===== src/aff2d_pkg.sv =====
`timescale 1ns / 1ps
// ----------------------------------------------------------------------------
// aff2d_pkg
// Shared constants, types, CORDIC arctangent table and the sequencer program
// of the 2D affine transform unit.
// ----------------------------------------------------------------------------
package aff2d_pkg;

	localparam int FRAC_BITS    = 16;
	localparam int CORDIC_STEPS = 16;
	localparam int ANG_FRAC     = 24;
	localparam int CORD_FRAC    = 30;

	// datapath widths
	localparam int OPW  = 33;
	localparam int PRW  = 2 * OPW;
	localparam int ACCW = PRW - FRAC_BITS + 2;
	localparam int CW   = 34;
	localparam int USW  = FRAC_BITS + 2;

	// angle reduction: conditional subtracts of one turn shifted by RED_K..0
	localparam int RED_K  = (FRAC_BITS < 23) ? 23 - FRAC_BITS : 0;
	localparam int ZW     = (58 - FRAC_BITS > 36) ? 58 - FRAC_BITS : 36;
	localparam int RSH_W  = $clog2(RED_K + 2);
	localparam int CIT_W  = $clog2(CORDIC_STEPS);
	localparam int CNT_W  = (RSH_W > CIT_W) ? RSH_W : CIT_W;
	localparam int PC_W   = 6;

	localparam logic signed [ZW-1:0] FULL_TURN = ZW'(64'd360 << ANG_FRAC);
	localparam logic signed [ZW-1:0] HALF_TURN = ZW'(64'd180 << ANG_FRAC);
	localparam logic signed [ZW-1:0] QUARTER   = ZW'(64'd90 << ANG_FRAC);
	localparam logic signed [CW-1:0] CORD_GAIN = CW'(64'd652032874);
	localparam logic signed [31:0]   ONE       = 32'(64'd1 << FRAC_BITS);

	typedef enum logic [2:0] {
		OP_IDENT = 3'd0,
		OP_TRANS = 3'd1,
		OP_ROT   = 3'd2,
		OP_SCALE = 3'd3,
		OP_POINT = 3'd4,
		OP_RECT  = 3'd5
	} op_t;

	typedef enum logic [2:0] {
		ST_IDLE,
		ST_RED,
		ST_FOLD,
		ST_CORD,
		ST_SC,
		ST_SEQ,
		ST_FIN
	} state_t;

	typedef enum logic [2:0] {
		U_NOP,
		U_MUL,
		U_SETOP,
		U_COMMIT,
		U_IDENT,
		U_CORNER,
		U_BOX
	} kind_t;

	typedef enum logic [4:0] {
		S_A, S_B, S_D, S_E,
		S_P, S_Q, S_R, S_S, S_T, S_U,
		S_PX, S_PY, S_EX, S_EY, S_RX, S_BY,
		S_OMC, S_SN, S_OMPX, S_OMPY, S_NONE
	} src_t;

	typedef enum logic [1:0] {
		B_ZERO,
		B_TX,
		B_TY
	} base_t;

	typedef enum logic [3:0] {
		D_N0, D_N1, D_N2, D_N3, D_N4, D_N5,
		D_R, D_U,
		D_CX0, D_CX1, D_CX2, D_CX3,
		D_CY0, D_CY1, D_CY2, D_CY3
	} dst_t;

	typedef struct packed {
		kind_t kind;
		src_t  sa;
		src_t  sb;
		logic  clr;
		base_t base;
		logic  neg;
		logic  wb;
		dst_t  dst;
		logic  to_comb;
		logic  last;
	} uop_t;

	typedef struct packed {
		logic             load;
		logic             red_step;
		logic [RSH_W-1:0] red_sh;
		logic             fold;
		logic             cord;
		logic [CIT_W-1:0] cord_i;
		logic             sincos;
		logic             uop_en;
		uop_t             uop;
		logic             fin;
	} dp_cmd_t;

	// program entry points
	localparam logic [PC_W-1:0] ROT_PC  = 6'd0;
	localparam logic [PC_W-1:0] SCL_PC  = 6'd6;
	localparam logic [PC_W-1:0] TRN_PC  = 6'd10;
	localparam logic [PC_W-1:0] COMB_PC = 6'd11;
	localparam logic [PC_W-1:0] PNT_PC  = 6'd25;
	localparam logic [PC_W-1:0] RCT_PC  = 6'd30;
	localparam logic [PC_W-1:0] ID_PC   = 6'd49;

	function automatic logic signed [CW-1:0] atan_deg(input logic [4:0] i);
		logic signed [CW-1:0] v;
		case (i)
			5'd0:  v = CW'(64'd754974720);
			5'd1:  v = CW'(64'd445687602);
			5'd2:  v = CW'(64'd235489088);
			5'd3:  v = CW'(64'd119537938);
			5'd4:  v = CW'(64'd60000934);
			5'd5:  v = CW'(64'd30029717);
			5'd6:  v = CW'(64'd15018523);
			5'd7:  v = CW'(64'd7509720);
			5'd8:  v = CW'(64'd3754917);
			5'd9:  v = CW'(64'd1877466);
			5'd10: v = CW'(64'd938734);
			5'd11: v = CW'(64'd469367);
			5'd12: v = CW'(64'd234684);
			5'd13: v = CW'(64'd117342);
			5'd14: v = CW'(64'd58671);
			5'd15: v = CW'(64'd29335);
			5'd16: v = CW'(64'd14668);
			5'd17: v = CW'(64'd7334);
			5'd18: v = CW'(64'd3667);
			5'd19: v = CW'(64'd1833);
			5'd20: v = CW'(64'd917);
			5'd21: v = CW'(64'd458);
			5'd22: v = CW'(64'd229);
			5'd23: v = CW'(64'd115);
			5'd24: v = CW'(64'd57);
			5'd25: v = CW'(64'd29);
			5'd26: v = CW'(64'd14);
			5'd27: v = CW'(64'd7);
			5'd28: v = CW'(64'd4);
			5'd29: v = CW'(64'd2);
			default: v = '0;
		endcase
		return v;
	endfunction

	function automatic uop_t mk(input kind_t k, input src_t sa, input src_t sb,
			input logic clr, input base_t base, input logic neg, input logic wb,
			input dst_t dst, input logic to_comb, input logic last);
		uop_t u;
		u.kind    = k;
		u.sa      = sa;
		u.sb      = sb;
		u.clr     = clr;
		u.base    = base;
		u.neg     = neg;
		u.wb      = wb;
		u.dst     = dst;
		u.to_comb = to_comb;
		u.last    = last;
		return u;
	endfunction

	function automatic uop_t mul(input src_t sa, input src_t sb, input logic clr,
			input base_t base, input logic neg, input logic wb, input dst_t dst);
		return mk(U_MUL, sa, sb, clr, base, neg, wb, dst, 1'b0, 1'b0);
	endfunction

	function automatic uop_t ctl(input kind_t k, input logic to_comb, input logic last);
		return mk(k, S_NONE, S_NONE, 1'b0, B_ZERO, 1'b0, 1'b0, D_N0, to_comb, last);
	endfunction

	// sequencer program: at most one multiply issued per step, sum written on wb
	function automatic uop_t prog(input logic [PC_W-1:0] pc);
		uop_t u;
		unique case (pc)
			// rotate: operation matrix, then offsets about the center
			6'd0:  u = ctl(U_SETOP, 1'b0, 1'b0);
			6'd1:  u = mul(S_EX, S_OMC, 1'b1, B_ZERO, 1'b0, 1'b0, D_R);
			6'd2:  u = mul(S_EY, S_SN,  1'b0, B_ZERO, 1'b0, 1'b1, D_R);
			6'd3:  u = mul(S_EY, S_OMC, 1'b1, B_ZERO, 1'b0, 1'b0, D_U);
			6'd4:  u = mul(S_EX, S_SN,  1'b0, B_ZERO, 1'b1, 1'b1, D_U);
			6'd5:  u = ctl(U_NOP, 1'b1, 1'b0);
			// scale
			6'd6:  u = ctl(U_SETOP, 1'b0, 1'b0);
			6'd7:  u = mul(S_EX, S_OMPX, 1'b1, B_ZERO, 1'b0, 1'b1, D_R);
			6'd8:  u = mul(S_EY, S_OMPY, 1'b1, B_ZERO, 1'b0, 1'b1, D_U);
			6'd9:  u = ctl(U_NOP, 1'b1, 1'b0);
			// translate
			6'd10: u = ctl(U_SETOP, 1'b1, 1'b0);
			// M := M * op matrix
			6'd11: u = mul(S_A, S_P, 1'b1, B_ZERO, 1'b0, 1'b0, D_N0);
			6'd12: u = mul(S_B, S_S, 1'b0, B_ZERO, 1'b0, 1'b1, D_N0);
			6'd13: u = mul(S_A, S_Q, 1'b1, B_ZERO, 1'b0, 1'b0, D_N1);
			6'd14: u = mul(S_B, S_T, 1'b0, B_ZERO, 1'b0, 1'b1, D_N1);
			6'd15: u = mul(S_A, S_R, 1'b1, B_TX,   1'b0, 1'b0, D_N2);
			6'd16: u = mul(S_B, S_U, 1'b0, B_ZERO, 1'b0, 1'b1, D_N2);
			6'd17: u = mul(S_D, S_P, 1'b1, B_ZERO, 1'b0, 1'b0, D_N3);
			6'd18: u = mul(S_E, S_S, 1'b0, B_ZERO, 1'b0, 1'b1, D_N3);
			6'd19: u = mul(S_D, S_Q, 1'b1, B_ZERO, 1'b0, 1'b0, D_N4);
			6'd20: u = mul(S_E, S_T, 1'b0, B_ZERO, 1'b0, 1'b1, D_N4);
			6'd21: u = mul(S_D, S_R, 1'b1, B_TY,   1'b0, 1'b0, D_N5);
			6'd22: u = mul(S_E, S_U, 1'b0, B_ZERO, 1'b0, 1'b1, D_N5);
			6'd23: u = ctl(U_NOP, 1'b0, 1'b0);
			6'd24: u = ctl(U_COMMIT, 1'b0, 1'b1);
			// map point
			6'd25: u = mul(S_A, S_PX, 1'b1, B_TX,   1'b0, 1'b0, D_CX0);
			6'd26: u = mul(S_B, S_PY, 1'b0, B_ZERO, 1'b0, 1'b1, D_CX0);
			6'd27: u = mul(S_D, S_PX, 1'b1, B_TY,   1'b0, 1'b0, D_CY0);
			6'd28: u = mul(S_E, S_PY, 1'b0, B_ZERO, 1'b0, 1'b1, D_CY0);
			6'd29: u = ctl(U_NOP, 1'b0, 1'b1);
			// map rectangle: four corners, then bounding box
			6'd30: u = ctl(U_CORNER, 1'b0, 1'b0);
			6'd31: u = mul(S_A, S_PX, 1'b1, B_TX,   1'b0, 1'b0, D_CX0);
			6'd32: u = mul(S_B, S_PY, 1'b0, B_ZERO, 1'b0, 1'b1, D_CX0);
			6'd33: u = mul(S_D, S_PX, 1'b1, B_TY,   1'b0, 1'b0, D_CY0);
			6'd34: u = mul(S_E, S_PY, 1'b0, B_ZERO, 1'b0, 1'b1, D_CY0);
			6'd35: u = mul(S_A, S_PX, 1'b1, B_TX,   1'b0, 1'b0, D_CX1);
			6'd36: u = mul(S_B, S_BY, 1'b0, B_ZERO, 1'b0, 1'b1, D_CX1);
			6'd37: u = mul(S_D, S_PX, 1'b1, B_TY,   1'b0, 1'b0, D_CY1);
			6'd38: u = mul(S_E, S_BY, 1'b0, B_ZERO, 1'b0, 1'b1, D_CY1);
			6'd39: u = mul(S_A, S_RX, 1'b1, B_TX,   1'b0, 1'b0, D_CX2);
			6'd40: u = mul(S_B, S_PY, 1'b0, B_ZERO, 1'b0, 1'b1, D_CX2);
			6'd41: u = mul(S_D, S_RX, 1'b1, B_TY,   1'b0, 1'b0, D_CY2);
			6'd42: u = mul(S_E, S_PY, 1'b0, B_ZERO, 1'b0, 1'b1, D_CY2);
			6'd43: u = mul(S_A, S_RX, 1'b1, B_TX,   1'b0, 1'b0, D_CX3);
			6'd44: u = mul(S_B, S_BY, 1'b0, B_ZERO, 1'b0, 1'b1, D_CX3);
			6'd45: u = mul(S_D, S_RX, 1'b1, B_TY,   1'b0, 1'b0, D_CY3);
			6'd46: u = mul(S_E, S_BY, 1'b0, B_ZERO, 1'b0, 1'b1, D_CY3);
			6'd47: u = ctl(U_NOP, 1'b0, 1'b0);
			6'd48: u = ctl(U_BOX, 1'b0, 1'b1);
			// identity
			6'd49: u = ctl(U_IDENT, 1'b0, 1'b1);
			default: u = ctl(U_NOP, 1'b0, 1'b1);
		endcase
		return u;
	endfunction

endpackage


===== src/aff2d_ctrl.sv =====
`timescale 1ns / 1ps
// ----------------------------------------------------------------------------
// aff2d_ctrl
// Controller: accepts commands, walks angle reduction, CORDIC iterations and
// the multiply program, and issues one datapath command per cycle.
// ----------------------------------------------------------------------------
module aff2d_ctrl (
	input  logic               clk,
	input  logic               arst_n,
	input  logic               start,
	input  logic [2:0]         opcode,
	output logic               busy,
	output aff2d_pkg::dp_cmd_t cmd
);
	import aff2d_pkg::*;

	state_t            state_q, state_d;
	logic [CNT_W-1:0]  cnt_q, cnt_d;
	logic [PC_W-1:0]   pc_q, pc_d;
	uop_t              cur;

	assign cur  = prog(pc_q);
	assign busy = (state_q != ST_IDLE);

	// hold state, step counter and program counter
	always_ff @(posedge clk or negedge arst_n) begin
		if (!arst_n) begin
			state_q <= ST_IDLE;
			cnt_q   <= '0;
			pc_q    <= '0;
		end else begin
			state_q <= state_d;
			cnt_q   <= cnt_d;
			pc_q    <= pc_d;
		end
	end

	// next state and datapath commands
	always_comb begin
		state_d      = state_q;
		cnt_d        = cnt_q;
		pc_d         = pc_q;
		cmd          = '0;
		cmd.red_sh   = RSH_W'(cnt_q);
		cmd.cord_i   = CIT_W'(cnt_q);
		cmd.uop      = cur;
		unique case (state_q)
			ST_IDLE: begin
				if (start) begin
					cmd.load = 1'b1;
					case (opcode)
						OP_IDENT: begin
							state_d = ST_SEQ;
							pc_d    = ID_PC;
						end
						OP_TRANS: begin
							state_d = ST_SEQ;
							pc_d    = TRN_PC;
						end
						OP_ROT: begin
							state_d = ST_RED;
							cnt_d   = CNT_W'(RED_K);
						end
						OP_SCALE: begin
							state_d = ST_SEQ;
							pc_d    = SCL_PC;
						end
						OP_POINT: begin
							state_d = ST_SEQ;
							pc_d    = PNT_PC;
						end
						OP_RECT: begin
							state_d = ST_SEQ;
							pc_d    = RCT_PC;
						end
						default: state_d = ST_IDLE;
					endcase
				end
			end
			ST_RED: begin
				cmd.red_step = 1'b1;
				if (cnt_q == '0) begin
					state_d = ST_FOLD;
				end else begin
					cnt_d = cnt_q - 1'b1;
				end
			end
			ST_FOLD: begin
				cmd.fold = 1'b1;
				cnt_d    = '0;
				state_d  = ST_CORD;
			end
			ST_CORD: begin
				cmd.cord = 1'b1;
				if (cnt_q == CNT_W'(CORDIC_STEPS - 1)) begin
					state_d = ST_SC;
				end else begin
					cnt_d = cnt_q + 1'b1;
				end
			end
			ST_SC: begin
				cmd.sincos = 1'b1;
				pc_d       = ROT_PC;
				state_d    = ST_SEQ;
			end
			ST_SEQ: begin
				cmd.uop_en = 1'b1;
				if (cur.last) begin
					state_d = ST_FIN;
				end else if (cur.to_comb) begin
					pc_d = COMB_PC;
				end else begin
					pc_d = pc_q + 1'b1;
				end
			end
			ST_FIN: begin
				cmd.fin = 1'b1;
				state_d = ST_IDLE;
			end
			default: state_d = ST_IDLE;
		endcase
	end

endmodule


===== config.mk =====
export PLATFORM = sky130hd
export DESIGN_NAME = aff2d_ctrl
export DESIGN_NICKNAME = d
export VERILOG_FILES = /design/src/aff2d_pkg.sv /design/src/aff2d_ctrl.sv
export SDC_FILE = /design/constraint.sdc
export NUM_CORES = 1
export LEC_CHECK = 0
export ABC_AREA = 1
export ABC_CLOCK_PERIOD_IN_PS = 2000
export BUFFER_PORTS_ARGS = -buffer_cell sky130_fd_sc_hd__buf_2
export CORE_ASPECT_RATIO = 0.75
export CORE_MARGIN = 3
export CORE_UTILIZATION = 55
export CTS_CLUSTER_DIAMETER = 100
export DETAILED_ROUTE_END_ITERATION = 8
export GPL_TIMING_DRIVEN = 0
export PLACE_DENSITY = 0.85
export SLEW_MARGIN = 20
export SYNTH_ARGS = -nofsm -noshare
export SYNTH_HDL_FRONTEND = slang
export SYNTH_SLANG_ARGS = --single-unit
export TNS_END_PERCENT = 50

===== constraint.sdc =====
create_clock -name clk -period 2 [get_ports clk]
set_input_delay 0.2 -clock clk [delete_from_list [all_inputs] [get_ports clk]]
set_output_delay 0.2 -clock clk [all_outputs]
set_load 0.05 [all_outputs]

==> impl_metrics.tcl <==
set metrics [dict create \
    outcome "finished, violations left" \
    violations "negative setup slack" \
    cts-buffers-inserted 3 \
    report.final.slew_viol_count 0 \
    syn_area_per_cell_um2 5.51 \
    r2r_setup_slack_ns 0.20 \
    drt-pass1-iter-count 6 \
    area.growth.synth_to_final_pct 42.5 \
    worst_slack_ns -0.0756 \
    crit_chain "inv_4 > ha_4 > inv_1 > nand2_2 > nand4_1 > nand2_1 > inv_2 > nand2_2 > buf_4 > buf_6" \
    worst_setup_path_start_kind "flop" \
    yosysWarnings 0 \
    grt_first_pass_wirelength_um 10700 \
    globalRouteMet3Util 0.0919 \
    groute.layer.met2.usage 0.442 \
    drive_gt1_frac 0.336 \
    synth-main-ff-cell "sky130_fd_sc_hd__dfrtp_1" \
    crit_path_end_kind "output port" \
    worstSetupStartpoint "pc_q[1]" \
    multiInputGateArea_um2 1610 \
    worstReg2RegStart "state_q[2]" \
    worstHoldStart "opcode[0]" \
    postSynth.asyncResetShare 1.00 \
    clockBufferDepth 2 \
    synth.yosys.seq_area_share 0.164 \
    post-dp-hpwl_um 4970 \
    fp-row-count 18 \
    worst_relative_slew_slack 0.758 \
    grt_setup_unrepaired "yes" \
    worst_pin_slew_ns 0.361 \
    cts_tree "done" \
    fillers 209 \
    portBuffers 45 \
    critPathMostFrequentCell "sky130_fd_sc_hd__nand2_2" \
    maxClockFrequency_ghz 0.482 \
    total_global_route_track_usage 0.314 \
    critPathArrivalTime_ns 1.88 \
    overflow 0 \
    floorplan.die_area_um2 4370 \
    worstSetupPathType "flop to output port" \
    synth_cell_types 31 \
    postRouteWirelength_um 7630 \
    floorplan.io_pins 46 \
    placement.cell_area_um2 2280 \
    setup_violations 13 \
    clkSinkCount 13 \
    layout.area.seq_um2 329 \
    gp_routability_congestion 1.01 \
    antenna_cells 0 \
    finalHoldViolCount 0 \
    num_vias 2828 \
    synth-seq-cells 13 \
    grt_util_met1 0.493 \
    synth-edff-count 0 \
    worst_setup_hold_path_clk_slew_ns 0.06 \
    rr_endpoint "cnt_q[3]" \
    top_usage_layer "met1" \
    remaining_drc_errors 0 \
    floorplan.initialDensity 0.587 \
    timing.final.crit_share 1.04 \
    antenna_found_initial 0 \
    clock_insertion_delay_worst_skew_ns 0.25 \
    number_of_cells_on_the_worst_reg_to_reg_path 9 \
    viasPerCell 6.07 \
    finalNetCount 446 \
    maximum_number_of_pins_on_one_net_before_global_route_repair 14 \
    die_height_um 58.0 \
    fin_worst_skew_ns 0.00604 \
    synth.cell_area_um2 1980 \
    post-route-cell-area_um2 2830 \
    drc_violation_total_after_the_first_tritonroute_iteration 377 \
    cpPeakStageDelay_ns 0.45 \
    timing.hold.worst.class "primary input to flop" \
    synthesis.nets 379 \
    number_of_global_route_vias_before_repair 2272 \
    timing.critical_path.fanout_max 6 \
    cap_violations 0 \
    route.detailed.wl_per_inst_um 16.4 \
    critical_path.slowest_cell "sky130_fd_sc_hd__dfrtp_2" \
    root_buffer_cell "sky130_fd_sc_hd__clkbuf_8" \
    h-tree-depth 1 \
    fp.dieW_um 75.4 \
    setup_total_negative_slack_ns -0.609 \
    final.min_clock_period_ns 2.08 \
    cp-endpoint "cmd[19]" \
    post_synthesis_cells 360 \
    timing.critical_path.required_ns 1.80 \
    core_region_area_um2 3380 \
    ant_nets 0 \
]
## worst min path at each step
stage,endpoint,slack [ns],depth (start not counted)
detailed placement,state_q[2],0.10,1
CTS,pc_q[2],0.33,5
floorplan,cnt_q[0],-0.1,0
finish,pc_q[2],0.33,5
global route,pc_q[2],0.34,5
global placement,pc_q[1],0.11,1
## cell usage after synthesis, types with 2 or more instances
library cell / n / area, µm²
sky130_fd_sc_hd__nand2_4: 2 / 22.5
sky130_fd_sc_hd__nand4_1: 7 / 43.8
sky130_fd_sc_hd__buf_4: 6 / 45.0
sky130_fd_sc_hd__nor3_1: 4 / 20.0
sky130_fd_sc_hd__nand3b_1: 2 / 15.0
sky130_fd_sc_hd__inv_1: 42 / 158
sky130_fd_sc_hd__nand2_2: 2 / 12.5
sky130_fd_sc_hd__o22ai_1: 2 / 12.5
sky130_fd_sc_hd__o221ai_1: 3 / 26.3
sky130_fd_sc_hd__o21ai_0: 26 / 130
sky130_fd_sc_hd__nand2_1: 146 / 548
sky130_fd_sc_hd__clkbuf_1: 3 / 11.3
sky130_fd_sc_hd__nor2_1: 18 / 67.6
sky130_fd_sc_hd__a21oi_1: 12 / 60.1
sky130_fd_sc_hd__ha_1: 13 / 163
sky130_fd_sc_hd__nor2_2: 4 / 25.0
sky130_fd_sc_hd__o21ai_1: 2 / 10.0
sky130_fd_sc_hd__nand3_1: 33 / 165
sky130_fd_sc_hd__inv_2: 4 / 15.0
sky130_fd_sc_hd__dfrtp_1: 13 / 325
sky130_fd_sc_hd__buf_2: 6 / 30.0
## cell type report
type	count	area share
multi-input cells	285	0.571
repair buffers	62	0.166
flip-flops and latches	13	0.116
inverters	47	0.0712
plain buffers	15	0.0420
well taps	40	0.0177
clock buffers	4	0.0159
## cell usage in the layout, fill, tap and decap left out, drive strengths merged, types with 2 or more instances in the layout
cell type and count:
a21oi 12, buf 72, clkbuf 8, clkinvlp 2, dfrtp 13, ha 13, inv 45, nand2 150
nand3 33, nand3b 2, nand4 7, nor2 23, nor3 4, o21ai 28, o221ai 3, o22ai 2
## routing by layer
metal | vias to the layer above | wire length [µm]
met5 | - | 0
met2 | 275 | 3150
li1 | 1297 | -
met4 | 0 | 266
met3 | 40 | 1080
met1 | 1216 | 3140
## state kept, by name (all words and copies together), names as in the netlist
signal	count
pc_q	6
state_q	3
cnt_q	4
## timing repair
item                                    in CTS  in global routing
resized for setup                           70                 55
endpoints found under the setup margin      27                 22
buffers inserted                            10                  6
cloned                                       0                  0
pin swaps                                    4                 10
hold buffers                                 1                  0
endpoints found under the hold margin       13                  0
## critical path: cells and delay by family, from the launching register on
| family | cells | cell delay, ns |
|---|---|---|
| simple gates | 4 | 0.51 |
| buf+inv | 5 | 0.50 |
| flops | 1 | 0.45 |
| fa+ha+maj | 1 | 0.16 |
## stage by stage
step                      worst slack (ns)   util  hold WS (ns)  instances
after floorplan                     -0.346      -       -0.0956        360
after global placement              -0.464  0.676         0.108        445
after detailed placement            -0.488  0.676         0.103        445
after CTS                          -0.0379  0.772         0.330        460
after global routing                -0.229  0.837         0.336        466
final                              -0.0756  0.837         0.326        466
## cells by family after synthesis
kind of cell	after synthesis	share of synthesized area
simple gates	221	0.475
flops	13	0.164
fa+ha+maj	13	0.0820
compound gates	51	0.145
buf+inv	62	0.134
Power is left out: the tool's default activity adds up to more than one toggle a clock period on the data nets, which glitch-free logic cannot reach.
